==> config.mk <==
export PLATFORM = sky130hd
export DESIGN_NAME = pulse_interval_frame_receiver_top
export DESIGN_NICKNAME = d
export VERILOG_FILES = /design/src/hw/rtl/pifr_pkg.sv /design/src/hw/rtl/pifr_ram.sv /design/src/hw/rtl/pifr_fifo.sv /design/src/hw/rtl/pifr_front.sv /design/src/hw/rtl/pifr_back.sv /design/src/hw/rtl/pulse_interval_frame_receiver_top.sv
export SDC_FILE = /design/constraint.sdc
export NUM_CORES = 1
export LEC_CHECK = 0
export ABC_CLOCK_PERIOD_IN_PS = 15650
export BUFFER_PORTS_ARGS = -buffer_cell sky130_fd_sc_hd__clkbuf_2
export CAP_MARGIN = 40
export CORE_MARGIN = 2
export CORE_UTILIZATION = 40
export DETAILED_ROUTE_END_ITERATION = 8
export RECOVER_POWER = 25
export SLEW_MARGIN = 20
export SYNTH_ARGS = -nofsm -noshare
export SYNTH_HDL_FRONTEND = slang
export SYNTH_SLANG_ARGS = --single-unit
==> constraint.sdc <==
create_clock -name clk -period 15.65 [get_ports clk]
set_input_delay 4.695 -clock clk [delete_from_list [all_inputs] [get_ports clk]]
set_output_delay 4.695 -clock clk [all_outputs]
set_load 0.01 [all_outputs]
==> src/hw/rtl/pifr_pkg.sv <==
`timescale 1ns / 1ps

package pifr_pkg;

	localparam int MAX_BYTES_DEF = 32;
	localparam int RESULT_CAP = 32;
	localparam int QDEPTH = 4;
	localparam int ADDR_W = 5;
	localparam int DATA_W = 32;

	localparam logic [8:0] BIT_COUNT_MAX = 9'd511;
	localparam logic [15:0] IDLE_RESET = 16'd5000;
	localparam logic [15:0] IDLE_SAT = 16'hFFFF;
	localparam logic [7:0] BROADCAST_ADDR = 8'hFF;
	localparam logic [15:0] CRC_INIT = 16'hFFFF;
	localparam logic [15:0] CRC_POLY = 16'hA001;

	localparam logic [2:0] REG_OWN_ID = 3'd0;
	localparam logic [2:0] REG_EDGE_THRESHOLD = 3'd1;
	localparam logic [2:0] REG_GARBAGE_LIMIT = 3'd2;
	localparam logic [2:0] REG_ZERO_LIMIT = 3'd3;
	localparam logic [2:0] REG_ONE_LIMIT = 3'd4;
	localparam logic [2:0] REG_IDLE_TIMEOUT = 3'd5;

	typedef enum logic [1:0] {
		ST_OK = 2'd0,
		ST_NOT_ADDR = 2'd1,
		ST_LENGTH = 2'd2,
		ST_CRC = 2'd3
	} status_t;

	typedef struct packed {
		logic [5:0] own_id;
		logic [9:0] edge_threshold;
		logic [15:0] garbage_limit;
		logic [15:0] zero_limit;
		logic [15:0] one_limit;
		logic [15:0] idle_timeout;
	} cfg_t;

	localparam cfg_t CFG_RESET = '{
		own_id: 6'd0,
		edge_threshold: 10'd80,
		garbage_limit: 16'd5,
		zero_limit: 16'd13,
		one_limit: 16'd26,
		idle_timeout: 16'd5000
	};

	// One event per sample at most: a decoded bit, a frame close, or both.
	typedef struct packed {
		logic has_bit;
		logic bit_val;
		logic close;
	} evt_t;

	// One step of the reflected CRC-16, fed one data bit, LSB first.
	function automatic logic [15:0] crc_bit(input logic [15:0] c, input logic b);
		logic fb;
		fb = c[0] ^ b;
		return (c >> 1) ^ (fb ? CRC_POLY : 16'd0);
	endfunction

endpackage

==> src/hw/rtl/pifr_ram.sv <==
`timescale 1ns / 1ps

module pifr_ram #(
	parameter int WIDTH = 8,
	parameter int DEPTH = pifr_pkg::MAX_BYTES_DEF,
	localparam int AW = (DEPTH > 1) ? $clog2(DEPTH) : 1
) (
	input  logic             clk,
	input  logic             we,
	input  logic [AW-1:0]    waddr,
	input  logic [WIDTH-1:0] wdata,
	input  logic             re,
	input  logic [AW-1:0]    raddr,
	output logic [WIDTH-1:0] rdata
);

	logic [WIDTH-1:0] mem [DEPTH];

	always_ff @(posedge clk) begin
		if (we) begin
			mem[waddr] <= wdata;
		end
		if (re) begin
			rdata <= mem[raddr];
		end
	end

endmodule

==> src/hw/rtl/pifr_fifo.sv <==
`timescale 1ns / 1ps

module pifr_fifo (
	input  logic              clk,
	input  logic              arst_n,
	input  logic              push,
	input  pifr_pkg::evt_t    din,
	input  logic              pop,
	output pifr_pkg::evt_t    dout,
	output logic              full,
	output logic              empty
);

	localparam int PW = $clog2(pifr_pkg::QDEPTH);

	pifr_pkg::evt_t slot_q [pifr_pkg::QDEPTH];
	logic [PW-1:0] wr_ptr_q;
	logic [PW-1:0] rd_ptr_q;
	logic [PW:0] cnt_q;

	assign full = (cnt_q == (PW+1)'(pifr_pkg::QDEPTH));
	assign empty = (cnt_q == '0);
	assign dout = slot_q[rd_ptr_q];

	always_ff @(posedge clk) begin
		if (push && !full) begin
			slot_q[wr_ptr_q] <= din;
		end
	end

	always_ff @(posedge clk or negedge arst_n) begin
		if (!arst_n) begin
			wr_ptr_q <= '0;
			rd_ptr_q <= '0;
			cnt_q <= '0;
		end else begin
			if (push && !full) begin
				wr_ptr_q <= wr_ptr_q + 1'b1;
			end
			if (pop && !empty) begin
				rd_ptr_q <= rd_ptr_q + 1'b1;
			end
			unique case ({push && !full, pop && !empty})
				2'b10: cnt_q <= cnt_q + 1'b1;
				2'b01: cnt_q <= cnt_q - 1'b1;
				default: cnt_q <= cnt_q;
			endcase
		end
	end

endmodule

==> src/hw/rtl/pifr_front.sv <==
`timescale 1ns / 1ps

module pifr_front (
	input  logic              clk,
	input  logic              arst_n,
	input  pifr_pkg::cfg_t    cfg,
	input  logic              in_valid,
	output logic              in_stall,
	input  logic [9:0]        sample,
	input  logic              q_full,
	output logic              push,
	output pifr_pkg::evt_t    evt
);

	logic [9:0] prev_q;
	logic [15:0] idle_q;
	logic started_q;

	logic accept;
	logic edge_seen;
	logic [15:0] idle_edge;
	logic [15:0] idle_next;
	logic started_next;

	assign in_stall = q_full;
	assign accept = in_valid && !q_full;

	always_comb begin
		edge_seen = {2'b00, sample} > ({2'b00, prev_q} + {2'b00, cfg.edge_threshold});
		evt = '0;
		if (edge_seen) begin
			if (idle_q < cfg.garbage_limit) begin
				evt.has_bit = 1'b0;
			end else if (idle_q < cfg.zero_limit) begin
				evt.has_bit = 1'b1;
				evt.bit_val = 1'b0;
			end else if (idle_q < cfg.one_limit) begin
				evt.has_bit = 1'b1;
				evt.bit_val = 1'b1;
			end
		end
		idle_edge = edge_seen ? 16'd0 : idle_q;
		idle_next = (idle_edge != pifr_pkg::IDLE_SAT) ? idle_edge + 16'd1 : idle_edge;
		// A frame has started as soon as any bit was counted, preamble included.
		started_next = started_q || evt.has_bit;
		evt.close = (idle_next > cfg.idle_timeout) && started_next;
		push = accept && (evt.has_bit || evt.close);
	end

	always_ff @(posedge clk or negedge arst_n) begin
		if (!arst_n) begin
			prev_q <= '0;
			idle_q <= pifr_pkg::IDLE_RESET;
			started_q <= 1'b0;
		end else if (accept) begin
			if (evt.close) begin
				prev_q <= '0;
				idle_q <= pifr_pkg::IDLE_RESET;
				started_q <= 1'b0;
			end else begin
				prev_q <= sample;
				idle_q <= idle_next;
				started_q <= started_next;
			end
		end
	end

endmodule

==> src/hw/rtl/pifr_back.sv <==
`timescale 1ns / 1ps

module pifr_back #(
	parameter int MAX_BYTES = pifr_pkg::MAX_BYTES_DEF
) (
	input  logic              clk,
	input  logic              arst_n,
	input  pifr_pkg::cfg_t    cfg,
	input  pifr_pkg::evt_t    evt,
	input  logic              q_empty,
	output logic              pop,
	output logic              out_valid,
	input  logic              out_stall,
	output logic [7:0]        byte_value,
	output logic [4:0]        byte_index,
	output logic [1:0]        status,
	output logic              broadcast,
	output logic              last
);

	localparam int AW = $clog2(MAX_BYTES);
	localparam int CAP = (MAX_BYTES < pifr_pkg::RESULT_CAP) ? MAX_BYTES : pifr_pkg::RESULT_CAP;

	typedef enum logic [2:0] {
		S_RUN = 3'b001,
		S_CLOSE = 3'b010,
		S_EMIT = 3'b100
	} state_t;

	state_t state_q;

	// Frame under reception.
	logic [8:0] bit_cnt_q;
	logic [7:0] cur_q;
	logic [15:0] crc_q;
	logic [15:0] crc_base_q;
	logic [15:0] crc_excl_q;
	logic [7:0] first_q;
	logic [7:0] third_q;
	logic [7:0] last_byte_q;
	logic ovf_q;

	// Frame being reported.
	logic [5:0] full_e_q;
	logic [5:0] cnt_e_q;
	logic [7:0] part_e_q;
	pifr_pkg::status_t status_e_q;
	logic bc_e_q;
	logic [5:0] k_q;
	logic [5:0] k_rd_q;
	logic rd_pend_q;

	logic out_valid_q;
	logic [7:0] byte_value_q;
	logic [4:0] byte_index_q;
	logic [1:0] status_q;
	logic broadcast_q;
	logic last_q;

	logic past;
	logic [8:0] off;
	logic [5:0] idx;
	logic [2:0] pos;
	logic over;
	logic [7:0] nb;
	logic [15:0] crc_nx;
	logic take;
	logic wr;
	logic [8:0] off5;
	logic [6:0] cnt_raw;
	logic [6:0] cnt_cap;
	logic [5:0] full;
	logic [7:0] byte0;
	pifr_pkg::status_t stat_c;
	logic issue;
	logic [7:0] ram_rdata;

	always_comb begin
		past = bit_cnt_q >= 9'd4;
		off = bit_cnt_q - 9'd4;
		idx = off[8:3];
		pos = off[2:0];
		over = (bit_cnt_q == pifr_pkg::BIT_COUNT_MAX)
			|| (past && ({1'b0, idx} >= 7'(MAX_BYTES)));
		// Bits arrive LSB first, so the byte shifts right and a one lands in bit 7.
		nb = {evt.bit_val, cur_q[7:1]};
		crc_nx = pifr_pkg::crc_bit(crc_q, evt.bit_val);
		pop = (state_q == S_RUN) && !q_empty;
		take = pop && evt.has_bit && !over;
		wr = take && past && (pos == 3'd7);

		off5 = bit_cnt_q - 9'd5;
		cnt_raw = (bit_cnt_q >= 9'd5) ? ({1'b0, off5[8:3]} + 7'd1) : 7'd1;
		cnt_cap = (cnt_raw > 7'(CAP)) ? 7'(CAP) : cnt_raw;
		full = past ? idx : 6'd0;
		byte0 = (full != 6'd0) ? first_q : cur_q;

		if ((byte0 != {2'b00, cfg.own_id}) && (byte0 != pifr_pkg::BROADCAST_ADDR)) begin
			stat_c = pifr_pkg::ST_NOT_ADDR;
		end else if (ovf_q || (full < 6'd3) || ({3'b000, full} != ({1'b0, third_q} + 9'd3))) begin
			stat_c = pifr_pkg::ST_LENGTH;
		end else if (crc_excl_q[7:0] != last_byte_q) begin
			stat_c = pifr_pkg::ST_CRC;
		end else begin
			stat_c = pifr_pkg::ST_OK;
		end

		issue = (state_q == S_EMIT) && !rd_pend_q && (k_q < cnt_e_q)
			&& (!out_valid_q || !out_stall);
	end

	pifr_ram #(
		.WIDTH(8),
		.DEPTH(MAX_BYTES)
	) u_store (
		.clk(clk),
		.we(wr),
		.waddr(idx[AW-1:0]),
		.wdata(nb),
		.re(issue),
		.raddr(k_q[AW-1:0]),
		.rdata(ram_rdata)
	);

	always_ff @(posedge clk or negedge arst_n) begin
		if (!arst_n) begin
			state_q <= S_RUN;
			bit_cnt_q <= '0;
			cur_q <= '0;
			crc_q <= pifr_pkg::CRC_INIT;
			crc_base_q <= pifr_pkg::CRC_INIT;
			crc_excl_q <= pifr_pkg::CRC_INIT;
			first_q <= '0;
			third_q <= '0;
			last_byte_q <= '0;
			ovf_q <= 1'b0;
			k_q <= '0;
			rd_pend_q <= 1'b0;
			out_valid_q <= 1'b0;
		end else begin
			rd_pend_q <= issue;
			if (issue) begin
				k_q <= k_q + 6'd1;
			end
			if (rd_pend_q) begin
				out_valid_q <= 1'b1;
			end else if (!out_stall) begin
				out_valid_q <= 1'b0;
			end

			unique case (state_q)
				S_RUN: begin
					if (pop && evt.has_bit) begin
						if (over) begin
							ovf_q <= 1'b1;
						end else begin
							bit_cnt_q <= bit_cnt_q + 9'd1;
							if (past) begin
								crc_q <= crc_nx;
								if (pos == 3'd7) begin
									// Byte complete: it goes to the store.
									cur_q <= '0;
									crc_excl_q <= crc_base_q;
									crc_base_q <= crc_nx;
									last_byte_q <= nb;
									if (idx == 6'd0) begin
										first_q <= nb;
									end
									if (idx == 6'd2) begin
										third_q <= nb;
									end
								end else begin
									cur_q <= nb;
								end
							end
						end
					end
					if (pop && evt.close) begin
						state_q <= S_CLOSE;
					end
				end
				S_CLOSE: begin
					bit_cnt_q <= '0;
					cur_q <= '0;
					crc_q <= pifr_pkg::CRC_INIT;
					crc_base_q <= pifr_pkg::CRC_INIT;
					crc_excl_q <= pifr_pkg::CRC_INIT;
					first_q <= '0;
					third_q <= '0;
					last_byte_q <= '0;
					ovf_q <= 1'b0;
					k_q <= '0;
					state_q <= S_EMIT;
				end
				S_EMIT: begin
					if (rd_pend_q && (k_q == cnt_e_q)) begin
						state_q <= S_RUN;
					end
				end
				default: state_q <= S_RUN;
			endcase
		end
	end

	always_ff @(posedge clk) begin
		if (state_q == S_CLOSE) begin
			full_e_q <= full;
			cnt_e_q <= cnt_cap[5:0];
			part_e_q <= cur_q;
			status_e_q <= stat_c;
			bc_e_q <= (byte0 == pifr_pkg::BROADCAST_ADDR);
		end
		if (issue) begin
			k_rd_q <= k_q;
		end
		if (rd_pend_q) begin
			byte_value_q <= (k_rd_q < full_e_q) ? ram_rdata : part_e_q;
			byte_index_q <= k_rd_q[4:0];
			status_q <= status_e_q;
			broadcast_q <= bc_e_q;
			last_q <= ((k_rd_q + 6'd1) == cnt_e_q);
		end
	end

	assign out_valid = out_valid_q;
	assign byte_value = byte_value_q;
	assign byte_index = byte_index_q;
	assign status = status_q;
	assign broadcast = broadcast_q;
	assign last = last_q;

	a_close_one_cycle: assert property (@(posedge clk) disable iff (!arst_n)
		(state_q == S_CLOSE) |=> (state_q == S_EMIT))
		else $error("close step did not move on to reporting");

	a_read_in_emit: assert property (@(posedge clk) disable iff (!arst_n)
		rd_pend_q |-> (state_q == S_EMIT))
		else $error("store read outstanding outside reporting");

	a_index_bound: assert property (@(posedge clk) disable iff (!arst_n)
		(state_q == S_EMIT) |-> (k_q <= cnt_e_q))
		else $error("report index ran past the byte count");

	a_no_store_write_in_emit: assert property (@(posedge clk) disable iff (!arst_n)
		wr |-> (state_q == S_RUN))
		else $error("store written while a frame is reported");

endmodule

==> src/hw/rtl/pulse_interval_frame_receiver_top.sv <==
`timescale 1ns / 1ps

// Pulse-interval frame receiver.
// Input channel (in_valid, in_stall, sample): one line sample per transaction.
// The front end detects pulse edges, classifies the gap since the previous edge
// and decides frame close within the cycle a sample is accepted, so samples go
// in at one per cycle while the queue is not full. Decoded bits and close marks
// travel through a four-entry queue to the back end, which assembles bytes, runs
// the CRC one bit per cycle while it drains the queue and keeps the frame in a
// byte store (one write, one read port). Output channel (out_valid, out_stall,
// byte_value ...): one transaction per frame byte, at most 32 per frame,
// last set on the final one. Bytes come from a registered store read, one read
// at a time. While bytes are reported the back end drains no events; the input
// stalls only when the queue is full. A stalled output holds its transaction.
// Reset restores the register defaults and an empty frame; the byte store is
// not cleared, a fill count hides stale entries. Registers sit on an APB port
// at byte addresses 4*i; the user must see that they are written only while
// the block is idle, which the block itself does not enforce.
module pulse_interval_frame_receiver_top #(
	parameter int MAX_BYTES = pifr_pkg::MAX_BYTES_DEF
) (
	input  logic                          clk,
	input  logic                          arst_n,
	input  logic                          psel,
	input  logic                          penable,
	input  logic                          pwrite,
	input  logic [pifr_pkg::ADDR_W-1:0]   paddr,
	input  logic [pifr_pkg::DATA_W-1:0]   pwdata,
	output logic [pifr_pkg::DATA_W-1:0]   prdata,
	output logic                          pready,
	input  logic                          in_valid,
	output logic                          in_stall,
	input  logic [9:0]                    sample,
	output logic                          out_valid,
	input  logic                          out_stall,
	output logic [7:0]                    byte_value,
	output logic [4:0]                    byte_index,
	output logic [1:0]                    status,
	output logic                          broadcast,
	output logic                          last
);

	pifr_pkg::cfg_t cfg_q;
	logic [2:0] reg_idx;
	logic wen;

	pifr_pkg::evt_t evt_in;
	pifr_pkg::evt_t evt_out;
	logic push;
	logic pop;
	logic q_full;
	logic q_empty;

	assign pready = 1'b1;
	assign reg_idx = paddr[4:2];
	assign wen = psel && penable && pwrite && pready;

	always_ff @(posedge clk or negedge arst_n) begin
		if (!arst_n) begin
			cfg_q <= pifr_pkg::CFG_RESET;
		end else if (wen) begin
			unique case (reg_idx)
				pifr_pkg::REG_OWN_ID: cfg_q.own_id <= pwdata[5:0];
				pifr_pkg::REG_EDGE_THRESHOLD: cfg_q.edge_threshold <= pwdata[9:0];
				pifr_pkg::REG_GARBAGE_LIMIT: cfg_q.garbage_limit <= pwdata[15:0];
				pifr_pkg::REG_ZERO_LIMIT: cfg_q.zero_limit <= pwdata[15:0];
				pifr_pkg::REG_ONE_LIMIT: cfg_q.one_limit <= pwdata[15:0];
				pifr_pkg::REG_IDLE_TIMEOUT: cfg_q.idle_timeout <= pwdata[15:0];
				default: cfg_q <= cfg_q;
			endcase
		end
	end

	always_comb begin
		unique case (reg_idx)
			pifr_pkg::REG_OWN_ID: prdata = {26'd0, cfg_q.own_id};
			pifr_pkg::REG_EDGE_THRESHOLD: prdata = {22'd0, cfg_q.edge_threshold};
			pifr_pkg::REG_GARBAGE_LIMIT: prdata = {16'd0, cfg_q.garbage_limit};
			pifr_pkg::REG_ZERO_LIMIT: prdata = {16'd0, cfg_q.zero_limit};
			pifr_pkg::REG_ONE_LIMIT: prdata = {16'd0, cfg_q.one_limit};
			pifr_pkg::REG_IDLE_TIMEOUT: prdata = {16'd0, cfg_q.idle_timeout};
			default: prdata = '0;
		endcase
	end

	pifr_front u_front (
		.clk(clk),
		.arst_n(arst_n),
		.cfg(cfg_q),
		.in_valid(in_valid),
		.in_stall(in_stall),
		.sample(sample),
		.q_full(q_full),
		.push(push),
		.evt(evt_in)
	);

	pifr_fifo u_queue (
		.clk(clk),
		.arst_n(arst_n),
		.push(push),
		.din(evt_in),
		.pop(pop),
		.dout(evt_out),
		.full(q_full),
		.empty(q_empty)
	);

	pifr_back #(
		.MAX_BYTES(MAX_BYTES)
	) u_back (
		.clk(clk),
		.arst_n(arst_n),
		.cfg(cfg_q),
		.evt(evt_out),
		.q_empty(q_empty),
		.pop(pop),
		.out_valid(out_valid),
		.out_stall(out_stall),
		.byte_value(byte_value),
		.byte_index(byte_index),
		.status(status),
		.broadcast(broadcast),
		.last(last)
	);

endmodule

; Yosys cells after proc, flatten, opt, wreduce, memory -nomap -nowiden
; Memories as Yosys holds them, arrays and structs flattened. A register that Yosys moved wholly into a read port is not among the register bits.
; Cells that the tools add are included.
[op_classes]
n_bitwise = 2
n_eq_ne = 32
add_sub_neg = 13
n_lt_le_gt_ge = 12
n_reduce_logical = 51
muxes = 72
[op_table]
columns = operator, n
row1 = 8-bit 2-to-1 mux, 28
row2 = 16-bit 2-to-1 mux, 7
row3 = 16-bit one-hot mux with 6 select lines, 1
row4 = 8-bit one-hot mux with 2 select lines, 6
row5 = 16-bit < comparator, 3
row6 = 16-bit one-hot mux with 2 select lines, 1
row7 = 1-bit logical AND, 19
row8 = 9-bit by 3-bit greater-or-equal comparator with 1-bit output (second input constant), 2
row9 = 6-bit 2-to-1 mux, 3
row10 = 9-bit 2-to-1 mux, 2
row11 = 9-bit one-hot mux with 2 select lines, 1
row12 = 9-bit by 3-bit subtractor with 9-bit output (second input constant), 2
row13 = 16-bit by 1-bit adder with 16-bit output (second input constant), 1
row14 = 16-bit > comparator, 1
row15 = 16-bit != test (second input constant), 1
row16 = 15-bit by 16-bit XOR with 16-bit output, 1
row17 = 3-bit equality test (second input constant), 5
row18 = 2-bit != test (second input constant), 7
row19 = 2-bit AND reduction, 7
row20 = 6-bit by 1-bit adder with 6-bit output (second input constant), 2
row21 = 6-bit equality test, 2
row22 = 10-bit by 12-bit > comparator with 1-bit output, 1
row23 = 6-bit < comparator, 2
row24 = 6-bit AND reduction, 2
row25 = 40 further kinds, 75
[word_totals]
out_inout_bits = 52
ff_bits = 245
ram_bits = 268
mem_count = 2
wordCells = 220
in_bits = 54
[memory_table]
columns = memory, depth, width, read_ports, rd_ports_with_merged_regs, write_ports, line
row1 = u_back.u_store.mem, 32, 8, 1, 1, 1, pifr_ram.sv:17  ; logic [WIDTH-1:0] mem [DEPTH];
row2 = u_queue.slot_q, 4, 3, 1, 0, 1, pifr_fifo.sv:16  ; pifr_pkg::evt_t slot_q [pifr_pkg::QDEPTH];

; Logic depth before layout (Yosys ltp)
; Gate-level depths: netlist of run 1.
[logic_depth]
ltp_word = 12
mapped_depth = 36
mapped_depth_nobuf = 36

; Cells and area by module
; From an unflattened synthesis of run 1, not the netlist that was laid out.
[unflattened]
hier_cells = 1908
hier_area_um2 = 25703.4
[by_module_without_submodules]
columns = module, seq_area_each_um2, cells_each, area_per_inst_um2, instances
row1 = pifr_ram, 7927.6, 417, 10133.5, 1
row2 = pifr_back, 3549.7, 644, 6846.6, 1
row3 = pifr_front, 681.9, 507, 3932.5, 1
row4 = pulse_interval_frame_receiver_top, 2020.7, 286, 3917.5, 1
row5 = pifr_fifo, 535.5, 54, 873.3, 1

; Worst setup path after synthesis of run 1
; No wires, ideal clock.
[synth_timing]
path_type = input-to-output
from = input paddr[2] (netlist name)
to = output prdata[13] (netlist name)
t_required_ns = 10.955
n_path_buf = 3
cell_stages = 5
setup_slack_ns = 4.732
arrival_ns = 6.223
cell_sequence = clkbuf_1 -> clkbuf_1 -> clkbuf_1 -> mux2i_1 -> o22ai_1
[synth_between]
elab_chain_cells = 2
word_cells_on_any_way = 7
cone_classes = eq/ne (5) / mux (1) / reduce/logical (1)
[synth_lines]
columns = item, line
row1 = "start, declared", pulse_interval_frame_receiver_top.sv:27  ; input logic [pifr_pkg::ADDR_W-1:0] paddr,
row2 = 3-bit equality test (tied with other cells), pulse_interval_frame_receiver_top.sv:75  ; unique case (reg_idx)
row3 = 16-bit one-hot mux with 6 select lines *, pulse_interval_frame_receiver_top.sv:75
row4 = "end, declared", pulse_interval_frame_receiver_top.sv:29  ; output logic [pifr_pkg::DATA_W-1:0] prdata,
; Every way passes the cells marked *; elsewhere a longest branch is shown, timed or not.

; Worst setup path in the final report of run 1
[layout_timing]
from = input paddr[4] (netlist name)
to = output prdata[0] (netlist name)
; The elaborated chain is that of the path after synthesis.

==> results of run 1 <==
## critical path, delay by kind of cell
kind / cells / cell delay, ns
AND/OR/NAND/NOR: 3 / 1.25
buffers and inverters: 2 / 0.61
AO/OA/AOI/OAI: 1 / 0.16
## final cells by class
| class | instances | share of cell area [%] |
|---|---|---|
| Sequential cell | 521 | 51.95 |
| Multi-Input combinational cell | 1241 | 33.92 |
| Clock buffer | 71 | 5.248 |
| Tap cell | 837 | 3.697 |
| Timing Repair Buffer | 107 | 2.487 |
| Inverter | 104 | 1.378 |
| Clock inverter | 33 | 1.316 |
## power groups by stage
stage	registers, uW	clock network, uW	logic [uW]
floorplan	1900	0	1020
global placement	1920	0	1380
detailed placement	1930	0	1430
CTS	1900	1370	1440
global route	1930	1430	1600
finish	1910	1340	1430
## layer usage
metal	share of wire, %	track usage, %
met1	46	26.69
met2	46	28.35
met3	6.3	3.021
met4	1.9	4.678
met5	0.022	0
## per-stage QoR
stage                     hold WS (ns)  std cells  util [%]  total power (uW)  area, sq um
final                           0.4087       2914     45.73              4683        28330
after global routing            0.4318       2914     45.73              4958        28330
after CTS                       0.4252       2905     45.66              4716        28280
after detailed placement        0.4168       2801     42.66              3360        26420
after global placement          0.4218       2795     42.45              3304        26290
after floorplan                 0.4003       1975         -              2918        25190
## logic make-up (layout without fill, tap and decap cells)
kind of cell,after synthesis,in the layout,synth area share [%]
flip-flops,521,521,58.54
AO/OA/AOI/OAI,311,311,7.770
XOR/XNOR,78,78,2.718
other,2,17,0.02988
multiplexers,181,181,11.68
buffers and inverters,213,315,3.529
AND/OR/NAND/NOR,542,542,10.09
adder cells (fa/ha/maj),112,112,5.635
## cell usage after synthesis, types with 13 or more instances
| cell | instances | area [sq um] |
|---|---|---|
| ha_1 | 110 | 1376 |
| clkbuf_1 | 61 | 229.0 |
| a21oi_1 | 39 | 195.2 |
| nand4_1 | 35 | 219.0 |
| nor3_1 | 37 | 185.2 |
| buf_2 | 13 | 65.06 |
| inv_1 | 102 | 382.9 |
| nand3_1 | 29 | 145.1 |
| xnor2_1 | 45 | 394.1 |
| mux4_2 | 84 | 1892 |
| mux2i_1 | 38 | 380.4 |
| nand2_1 | 176 | 660.6 |
| mux2_2 | 56 | 630.6 |
| buf_1 | 16 | 60.06 |
| a21o_1 | 20 | 150.1 |
| edfxtp_1 | 322 | 9669 |
| o21ai_0 | 142 | 710.7 |
| buf_4 | 19 | 142.6 |
| nand2b_1 | 16 | 100.1 |
| xor2_1 | 33 | 289.0 |
| dfstp_2 | 53 | 1393 |
| dfrtp_1 | 146 | 3654 |
| o22ai_1 | 13 | 81.33 |
| nor2_1 | 164 | 615.6 |
| and2_1 | 18 | 112.6 |
## flip-flops by register name, summed over array words and instances, names as in the netlist, 5 cells and up
signal / cells
cfg_q: 80
u_back.bit_cnt_q: 9
u_back.byte_index: 5
u_back.byte_value: 8
u_back.cnt_e_q: 6
u_back.crc_base_q: 8
u_back.crc_excl_q: 8
u_back.crc_q: 16
u_back.cur_q: 8
u_back.first_q: 8
u_back.full_e_q: 6
u_back.k_q: 6
u_back.k_rd_q: 6
u_back.last_byte_q: 8
u_back.part_e_q: 8
u_back.third_q: 8
u_back.u_store.mem: 256
u_back.u_store.rdata: 8
u_front.idle_q: 16
u_front.prev_q: 10
u_queue.slot_q: 12
## cell usage in the layout (no fill, tap or decap), types with 11 or more instances in the layout
cell type and n:
xor2_1 33, a211oi_1 11, a21o_1 20, clkbuf_2 70
clkinv_2 12, o21a_1 12, dfstp_2 52, clkbuf_1 21
buf_4 19, o22ai_1 13, nand3_1 29, clkbuf_16 55
xnor2_1 45, dfrtp_1 145, or3_1 11, conb_1 17
mux2_2 56, inv_1 102, mux2i_1 38, nand2_1 176
nand4_1 35, ha_1 110, nor2_1 162, nor3_1 35
o21ai_0 142, edfxtp_1 322, mux4_2 84, a31oi_1 11
and2_1 18, a21oi_1 39, nand2b_1 16
## how the worst min path moves through the flow
stage,startpoint,end,slack (ns),cells after the start
final,u_back.bc_e_q$_DFFE_PP_,u_back.broadcast$_DFFE_PP_,0.41,0
after global routing,u_back.bc_e_q$_DFFE_PP_,u_back.broadcast$_DFFE_PP_,0.43,0
after CTS,u_back.bc_e_q$_DFFE_PP_,u_back.broadcast$_DFFE_PP_,0.43,0
after detailed placement,u_back.bc_e_q$_DFFE_PP_,u_back.broadcast$_DFFE_PP_,0.42,0
after global placement,u_back.bc_e_q$_DFFE_PP_,u_back.broadcast$_DFFE_PP_,0.42,0
after floorplan,u_back.bc_e_q$_DFFE_PP_,u_back.broadcast$_DFFE_PP_,0.40,0
==> results by group, run 1 <==
Outcome
  – Status: finished, violations left
  – Failing checks: max-capacitance violations, max-slew violations

Synthesis
  – Yosys warns: 0
  – Asr flop ratio synth: 38.20%
  – Ys flop type: edfxtp_1
  – Post-synth EDFFs: 322
  – Area of the mapped netlist: 0.02514 sq mm
  – Register area share after synthesis: 58.54%
  – Syn Inst Count: 1,960
  – Yosys reg bits: 521
  – Mapped Avg Cell Area: 12.82 sq um
  – Unique cell type count in the Yosys netlist: 78

Die
  – Rows: 91
  – Die Height: 254.7 um
  – Die area: 0.06486 sq mm
  – Initial Utilization: 40.58%
  – Die X: 254.7 um
  – I/O pins: 106
  – Core Region: 0.06194 sq mm

STA
  – Final Cycle Share: 72.99%
  – Final Hold Violating Endpoints: 0
  – Final setup viols: 0
  – Setup TNS: 0 ns
  – Fin crit period: 11.42 ns
  – Max-slew violation count: 327
  – Slew margin rel.: -49.66%
  – Worst Slack Setup Final: 4.227 ns
  – RSZ-0062 raised after global routing: false
  – Worst Tran Pin Value: 2.245 ns
  – Clock Skews: 0.02357 ns
  – Max Fclk: 87.54 MHz

Pwr
  – Part of the power in combinational logic: 30.6%
  – Sw power: 1560 uW
  – PD cells: 165.3 mW/mm^2
  – Sequential share of power: 40.7%
  – Lkg Pwr: 0.01097 uW
  – Internal power: 3122 uW
  – Clock network fraction of design power: 28.7%
  – Peak VDD IR: 101.5 uV
  – Switching share of total power: 33.32%

Clocking
  – CTS max path bufs: 3
  – CTS root buf: clkbuf_16
  – Clk sink count: 521
  – CTS Buf Count: 55
  – Hold_buf cts: 0
  – Post-cts sizing count: 0
  – Clock-pin transition on the worst setup and hold timing paths: 0.06 ns
  – H-tree levels: 2
  – Post-CTS Setup Repair Bufs: 0
  – Clk_lat worst skew: 0.62 ns
  – CTS tree: built

Placement
  – IO Port Bufs: 70
  – RD Place Congestion: 0.8769
  – Detailed Place HPWL: 39,160 um
  – Place WS: 4.303 ns

Setup path
  – Crit path DAT: 6.73 ns
  – Worst reg2reg setup slack: 6.50 ns
  – CP startpoint: paddr[4]
  – Kind of critical path: primary input to output pin
  – Startpoint Class: primary input
  – Type of element capturing the critical path: output pin
  – CP cell instances: clkbuf_2 > nand2b_1 > nor2_1 > nand2_1 > o221ai_1 > clkbuf_2
  – Worst R2R Start: cfg_q[65]$_DFFE_PN0P_
  – R2r endpoint: u_queue.cnt_q[1]$_DFFE_PN0P_
  – Worst endpoint required time: 10.96 ns
  – End point of the critical path: prdata[0]
  – CP max FO: 18
  – Most common cell on crit path: clkbuf_2
  – Worst reg2reg path depth: 33
  – Max incr delay on CP: 0.60 ns
  – Critical path's slowest cell: nand2b_1

Cells and area
  – Fin nets: 2,196
  – Share of layout cells above drive strength 1: 19.31%
  – Ant. Diodes: 0
  – Storage cell area: 0.01472 sq mm
  – Fill cell count: 5,536
  – Multi-input gate area: 0.009608 sq mm
  – Area grow syn2layout: 12.69%

GRT
  – GRT overflow: 0
  – Vias in the first global route: 15,450
  – Pin count of the biggest net entering global routing: 66
  – Total GRT Usage: 18.26%
  – Initial antenna violation count: 1
  – Global-route wire length before repair: 90,900 um

Route
  – WL/cell: 19.99 um
  – Routed Antenna Nets: 0
  – Drt total wl: 58,250 um
  – Via-to-Cell Ratio: 5.396
  – DRC errors left: 0
  – First-pass DRT Iterations: 5
  – DR vias: 15,720
  – DRT iter0 DRCs: 1,233

Hold path
  – Hold WC Path Type: register to register

Run
  – Max-Cap Viols: 9
Note: power is estimated with default switching activity, not from simulation.
==> inputs of run 2 (changes only) <==
--- a/config.mk
+++ b/config.mk
@@ -5,7 +5,7 @@
 export SDC_FILE = /design/constraint.sdc
 export NUM_CORES = 1
 export LEC_CHECK = 0
-export ABC_CLOCK_PERIOD_IN_PS = 15650
+export ABC_CLOCK_PERIOD_IN_PS = 9950
 export BUFFER_PORTS_ARGS = -buffer_cell sky130_fd_sc_hd__clkbuf_2
 export CAP_MARGIN = 40
 export CORE_MARGIN = 2
==> constraint.sdc (replaced) <==
create_clock -name clk -period 9.95 [get_ports clk]
set_input_delay 2.985 -clock clk [delete_from_list [all_inputs] [get_ports clk]]
set_output_delay 2.985 -clock clk [all_outputs]
set_load 0.01 [all_outputs]
==> run 2 against run 1 <==
Against the previous run: the run still ends with max-capacitance violations, max-slew violations left; sequential power rose by 58%; critical path depth rose by 28; power rose by 58%; setup slack got worse by 3.1 ns; die area did not move; clock skew rose by 0.010 ns; sequential share of layout area barely moved; utilization barely moved; global-route usage rose by 0.084 points; critical path type is now register to register.
==> results by group, run 2 (synthesis gave the netlist of run 1 again) <==
GRT
  – Met3 Use GR: 3.225%
  – GRT overflow: 0
  – Initial antenna violation count: 0
  – Pin count of the biggest net entering global routing: 75
  – Vias in the first global route: 15,730
  – Global routing's busiest layer: met2
  – Met1 track demand over resource: 26.78%
  – Global-route wire length before repair: 91,520 um
  – Met2 Track Usage GR: 28.40%
  – Total GRT Usage: 18.35%

Cells and area
  – Reg with most FFs: u_back.u_store.mem
  – Area grow syn2layout: 12.73%
  – Max reg flops: 256
  – Fin nets: 2,195
  – Largest registers: u_back.u_store.mem (256), cfg_q (80)
  – Share of layout cells above drive strength 1: 19.41%
  – Most common cell after layout, fill and taps aside: edfxtp_1
  – Final instance count without filler cells: 2,913
  – Ant. Diodes: 0
  – Commonest cells after routing, fill and taps aside: edfxtp_1, nand2_1, nor2_1

STA
  – Fin crit period: 8.850 ns
  – RSZ-0062 raised after global routing: false
  – Max-slew violation count: 291
  – Final Cycle Share: 88.94%
  – Final setup viols: 0
  – Setup TNS: 0 ns
  – Clock Skews: 0.03395 ns
  – Worst Tran Pin Value: 2.206 ns
  – Min Hold Slack: 0.4061 ns
  – Max Fclk: 113.0 MHz
  – Final Hold Violating Endpoints: 0
  – Slew margin rel.: -47.03%

Die
  – Die Height: 254.7 um
  – Rows: 91
  – I/O pins: 106
  – Core Region: 0.06194 sq mm
  – Die X: 254.7 um
  – Initial Utilization: 40.58%
  – Die area: 0.06486 sq mm

Clocking
  – CTS Buf Count: 56
  – CTS root buf: clkbuf_16
  – CTS max path bufs: 3
  – Post-CTS Setup Repair Bufs: 0
  – CTS tree: built
  – Post-cts sizing count: 0
  – Hold_buf cts: 0
  – Clk sink count: 521
  – Clk_lat worst skew: 0.62 ns
  – H-tree levels: 2
  – Clock-pin transition on the worst setup and hold timing paths: 0.06 ns

Setup path
  – Type of element capturing the critical path: register
  – Crit path DAT: 9.36 ns
  – CP max FO: 7
  – Max incr delay on CP: 0.65 ns
  – Startpoint Class: register
  – Worst reg2reg path depth: 34
  – Kind of critical path: register to register
  – Critical path's slowest cell: or4b_2
  – Most common cell on crit path: ha_1
  – End point of the critical path: u_queue.cnt_q[1]$_DFFE_PN0P_
  – Worst reg2reg setup slack: 1.10 ns
  – R2r endpoint: u_queue.cnt_q[1]$_DFFE_PN0P_
  – Worst R2R Start: cfg_q[65]$_DFFE_PN0P_
  – Worst endpoint required time: 10.46 ns
  – CP startpoint: cfg_q[65]$_DFFE_PN0P_

Placement
  – IO Port Bufs: 70
  – Detailed Place HPWL: 39,310 um
  – RD Place Congestion: 0.8597
  – Placed cell count: 2,803

Pwr
  – PD cells: 261.4 mW/mm^2
  – Lkg Pwr: 0.01095 uW
  – Peak VDD IR: 145.9 uV

Route
  – Via-to-Cell Ratio: 5.423
  – WL/cell: 20.15 um
  – Routed Antenna Nets: 0
  – DR vias: 15,800
  – DRT iter0 DRCs: 1,331
  – DRC errors left: 0
  – Drt total wl: 58,690 um
  – First-pass DRT Iterations: 5

Hold path
  – Hold WC Path Type: register to register
  – Hold depth: 0

Run
  – Max-Cap Viols: 8

Outcome
  – Status: finished, violations left
  – Failing checks: max-capacitance violations, max-slew violations
[run 2: changes by cell type in the layout (fill, tap and decap cells not counted), moves of 2 or more]
cell / before / now
clkbuf_1: 21 / 23
clkinv_2: 12 / 15
clkbuf_16: 55 / 57
clkinvlp_4: 0 / 3
clkbuf_8: 6 / 3
clkinv_1: 10 / 5
buf_4: 19 / 17
inv_16: 2 / 0
[run 2: where the power goes]
group          switching [uW]  total (uW)  internal, uW
registers                 267        3010          2740
clock network             879        2130          1250
logic                    1330        2260           934
[run 2: area by class of cell]
type / instances / area (sq um)
fillers: 5636 / 33600
well taps: 837 / 1047
clock buffers: 73 / 1506
repair buffers: 105 / 689.4
inverters: 104 / 390.4
clock inverters: 32 / 377.9
flip-flops and latches: 521 / 14720
multi-input cells: 1241 / 9608
[run 2: how the worst min path moves through the flow]
| stage | slack (ns) | startpoint | end |
|---|---|---|---|
| 2_1_floorplan | 0.40 | u_back.bc_e_q$_DFFE_PP_ | u_back.broadcast$_DFFE_PP_ |
| 3_3_place_gp | 0.42 | u_back.bc_e_q$_DFFE_PP_ | u_back.broadcast$_DFFE_PP_ |
| 3_5_place_dp | 0.42 | u_back.bc_e_q$_DFFE_PP_ | u_back.broadcast$_DFFE_PP_ |
| 4_1_cts | 0.41 | u_back.bc_e_q$_DFFE_PP_ | u_back.broadcast$_DFFE_PP_ |
| 5_1_grt | 0.41 | u_back.bc_e_q$_DFFE_PP_ | u_back.broadcast$_DFFE_PP_ |
| 6_report | 0.41 | u_back.bc_e_q$_DFFE_PP_ | u_back.broadcast$_DFFE_PP_ |
[run 2: per-stage QoR]
| step | instance area [sq um] | total power [uW] | setup WS [ns] | utilization, % |
|---|---|---|---|---|
| after floorplan | 25190 | 4595 | 2.125 | - |
| after global placement | 26310 | 5209 | 1.029 | 42.48 |
| after detailed placement | 26420 | 5296 | 0.9029 | 42.65 |
| after CTS | 28300 | 7450 | 1.200 | 45.69 |
| after global routing | 28340 | 7843 | 0.5347 | 45.75 |
| final | 28340 | 7408 | 1.100 | 45.75 |
[run 2: routing by layer]
metal | wire [um] | part of all wire [%]
met1 | 27040 | 46
met2 | 27000 | 46
met3 | 3501 | 6.0
met4 | 1148 | 2.0
met5 | 0 | 0
[run 2: critical path, delay by kind of cell (launching register included)]
family / cells / cell delay (ns)
simple gates: 12 / 3.07
compound gates: 12 / 2.95
fa+ha+maj: 6 / 1.81
flops: 1 / 0.46
buf+inv: 3 / 0.30
xor+xnor: 1 / 0.16
==> inputs of run 3 (changes only) <==
--- a/config.mk
+++ b/config.mk
@@ -5,13 +5,12 @@
 export SDC_FILE = /design/constraint.sdc
 export NUM_CORES = 1
 export LEC_CHECK = 0
-export ABC_CLOCK_PERIOD_IN_PS = 9950
 export BUFFER_PORTS_ARGS = -buffer_cell sky130_fd_sc_hd__clkbuf_2
 export CAP_MARGIN = 40
 export CORE_MARGIN = 2
 export CORE_UTILIZATION = 40
 export DETAILED_ROUTE_END_ITERATION = 8
-export RECOVER_POWER = 25
+export RECOVER_POWER = 100
 export SLEW_MARGIN = 20
 export SYNTH_ARGS = -nofsm -noshare
 export SYNTH_HDL_FRONTEND = slang
==> run 3 against run 2 <==
Against the previous run: the run still ends with max-capacitance violations, max-slew violations left; count of clock-buffer cells in the layout unchanged; largest power group unchanged; setup slack got worse by 0.16 ns; register-to-register slack worse by 0.16 ns; combinational power down 2%.
==> results by group, run 3 (synthesis gave the netlist of run 1 again) <==
Clocking
  – H-tree levels: 2
  – CTS root buf: clkbuf_16
  – Clock-pin transition on the worst setup and hold timing paths: 0.06 ns
  – Hold_buf cts: 0
  – Post-cts sizing count: 0
  – Clk sink count: 521
  – CTS Buf Count: 56
  – Post-CTS Setup Repair Bufs: 0
  – Clk_lat worst skew: 0.62 ns
  – CTS tree: built
  – CTS max path bufs: 3

Setup path
  – Critical path's slowest cell: clkbuf_1
  – Crit path DAT: 9.45 ns
  – Kind of critical path: register to register
  – CP max FO: 22
  – CP startpoint: cfg_q[65]$_DFFE_PN0P_
  – Type of element capturing the critical path: register
  – Max incr delay on CP: 0.99 ns
  – Worst R2R Start: cfg_q[65]$_DFFE_PN0P_
  – Startpoint Class: register
  – Most common cell on crit path: ha_1
  – Worst endpoint required time: 10.39 ns

Cells and area
  – Multi-input gate area: 0.009544 sq mm
  – Ant. Diodes: 0
  – Fin nets: 2,195
  – Most common cell after layout, fill and taps aside: edfxtp_1
  – Fill cell count: 5,682
  – Area grow syn2layout: 11.73%
  – Largest registers: u_back.u_store.mem (256), cfg_q (80)
  – Reg with most FFs: u_back.u_store.mem
  – Max reg flops: 256
  – Storage cell area: 0.01472 sq mm
  – Final core utilization: 45.34%
  – Share of layout cells above drive strength 1: 15.85%
  – Commonest cells after routing, fill and taps aside: edfxtp_1, nand2_1, nor2_1
  – Final instance count without filler cells: 2,913
  – Non-Filler Cell Area, Final: 0.02809 sq mm

Placement
  – RD Place Congestion: 0.8597
  – IO Port Bufs: 70
  – Placed cell count: 2,803
  – Cell Area, Placed: 0.02642 sq mm
  – Detailed Place HPWL: 39,310 um

Die
  – Die Height: 254.7 um
  – Initial Utilization: 40.58%
  – Die area: 0.06486 sq mm
  – Core Region: 0.06194 sq mm
  – Die X: 254.7 um
  – I/O pins: 106
  – Rows: 91

STA
  – Max-slew violation count: 633
  – RSZ-0062 raised after global routing: false
  – Slew margin rel.: -167.6%
  – Min Hold Slack: 0.4087 ns
  – Final setup viols: 0
  – Fin crit period: 9.009 ns
  – Setup TNS: 0 ns
  – Worst Tran Pin Value: 4.014 ns
  – Final Cycle Share: 90.54%
  – Clock Skews: 0.03390 ns
  – Max Fclk: 111.0 MHz
  – Final Hold Violating Endpoints: 0

GRT
  – Initial antenna violation count: 0
  – Global-route wire length before repair: 91,520 um
  – Pin count of the biggest net entering global routing: 75
  – Total GRT Usage: 18.35%
  – GRT overflow: 0
  – Vias in the first global route: 15,730

Hold path
  – Min-delay src: u_back.bc_e_q$_DFFE_PP_
  – Hold WC Path Type: register to register

Route
  – DRT iter0 DRCs: 1,395
  – Via-to-Cell Ratio: 5.434
  – First-pass DRT Iterations: 5
  – Routed Antenna Nets: 0
  – WL/cell: 20.16 um
  – Drt total wl: 58,720 um
  – DRC errors left: 0
  – DR vias: 15,830

Outcome
  – Status: finished, violations left
  – Failing checks: max-capacitance violations, max-slew violations

Pwr
  – Peak VDD IR: 144.5 uV
  – PD cells: 262.2 mW/mm^2
  – Lkg Pwr: 0.01072 uW

Run
  – Max-Cap Viols: 16
==> run 3: cell types whose count changed in the layout (fill, tap and decap cells not counted), sizes merged <==
cell	previous run	this run
buf	25	7
clkbuf	153	171
clkinv	22	23
inv	104	103
==> run 3: metrics by stage <==
step | total power [uW] | setup WS (ns)
floorplan | 4595 | 2.125
global placement | 5209 | 1.029
detailed placement | 5296 | 0.9029
CTS | 7450 | 1.200
global route | 7806 | 0.3501
finish | 7365 | 0.9410
==> run 3: cell type report <==
| cell class | count | share of cell area, % |
|---|---|---|
| Inverter | 104 | 1.390 |
| Multi-Input combinational cell | 1241 | 33.98 |
| Sequential cell | 521 | 52.40 |
| Tap cell | 837 | 3.729 |
| Clock inverter | 32 | 1.345 |
| Timing Repair Buffer | 105 | 1.791 |
| Clock buffer | 73 | 5.364 |
==> run 3: critical path: cells and delay by family, from the launching register on <==
| family | cells | cell delay [ns] |
|---|---|---|
| AND/OR/NAND/NOR | 13 | 3.29 |
| adder cells (fa/ha/maj) | 4 | 1.21 |
| XOR/XNOR | 1 | 0.16 |
| flip-flops | 1 | 0.46 |
| AO/OA/AOI/OAI | 11 | 2.72 |
| buffers and inverters | 1 | 0.99 |
==> run 3: power breakdown <==
group	switching, uW	internal [uW]
Clock	877	1250
Sequential	267	2750
Combinational	1320	903
Total	2460	4900
==> run 3: worst paths after layout <==
check	end	depth (start not counted)	slack (ns)
max in group asynchronous	u_back.k_q[1]$_DFFE_PN0P_	3	1.64
min	u_back.broadcast$_DFFE_PP_	0	0.41
max reg2reg	u_front.prev_q[6]$_DFFE_PN0P_	30	0.94
max	u_front.prev_q[6]$_DFFE_PN0P_	30	0.94
min in group asynchronous	cfg_q[24]$_DFFE_PN0P_	1	2.94
min reg2reg	u_back.broadcast$_DFFE_PP_	0	0.41
==> run 3: metal layers <==
metal	up-vias	wire, um	GRT usage [%]
met1	8005	27260	26.78
met4	0	1166	4.645
met5	-	0	0
li1	7333	-	-
met2	417	26910	28.40
met3	74	3389	3.225
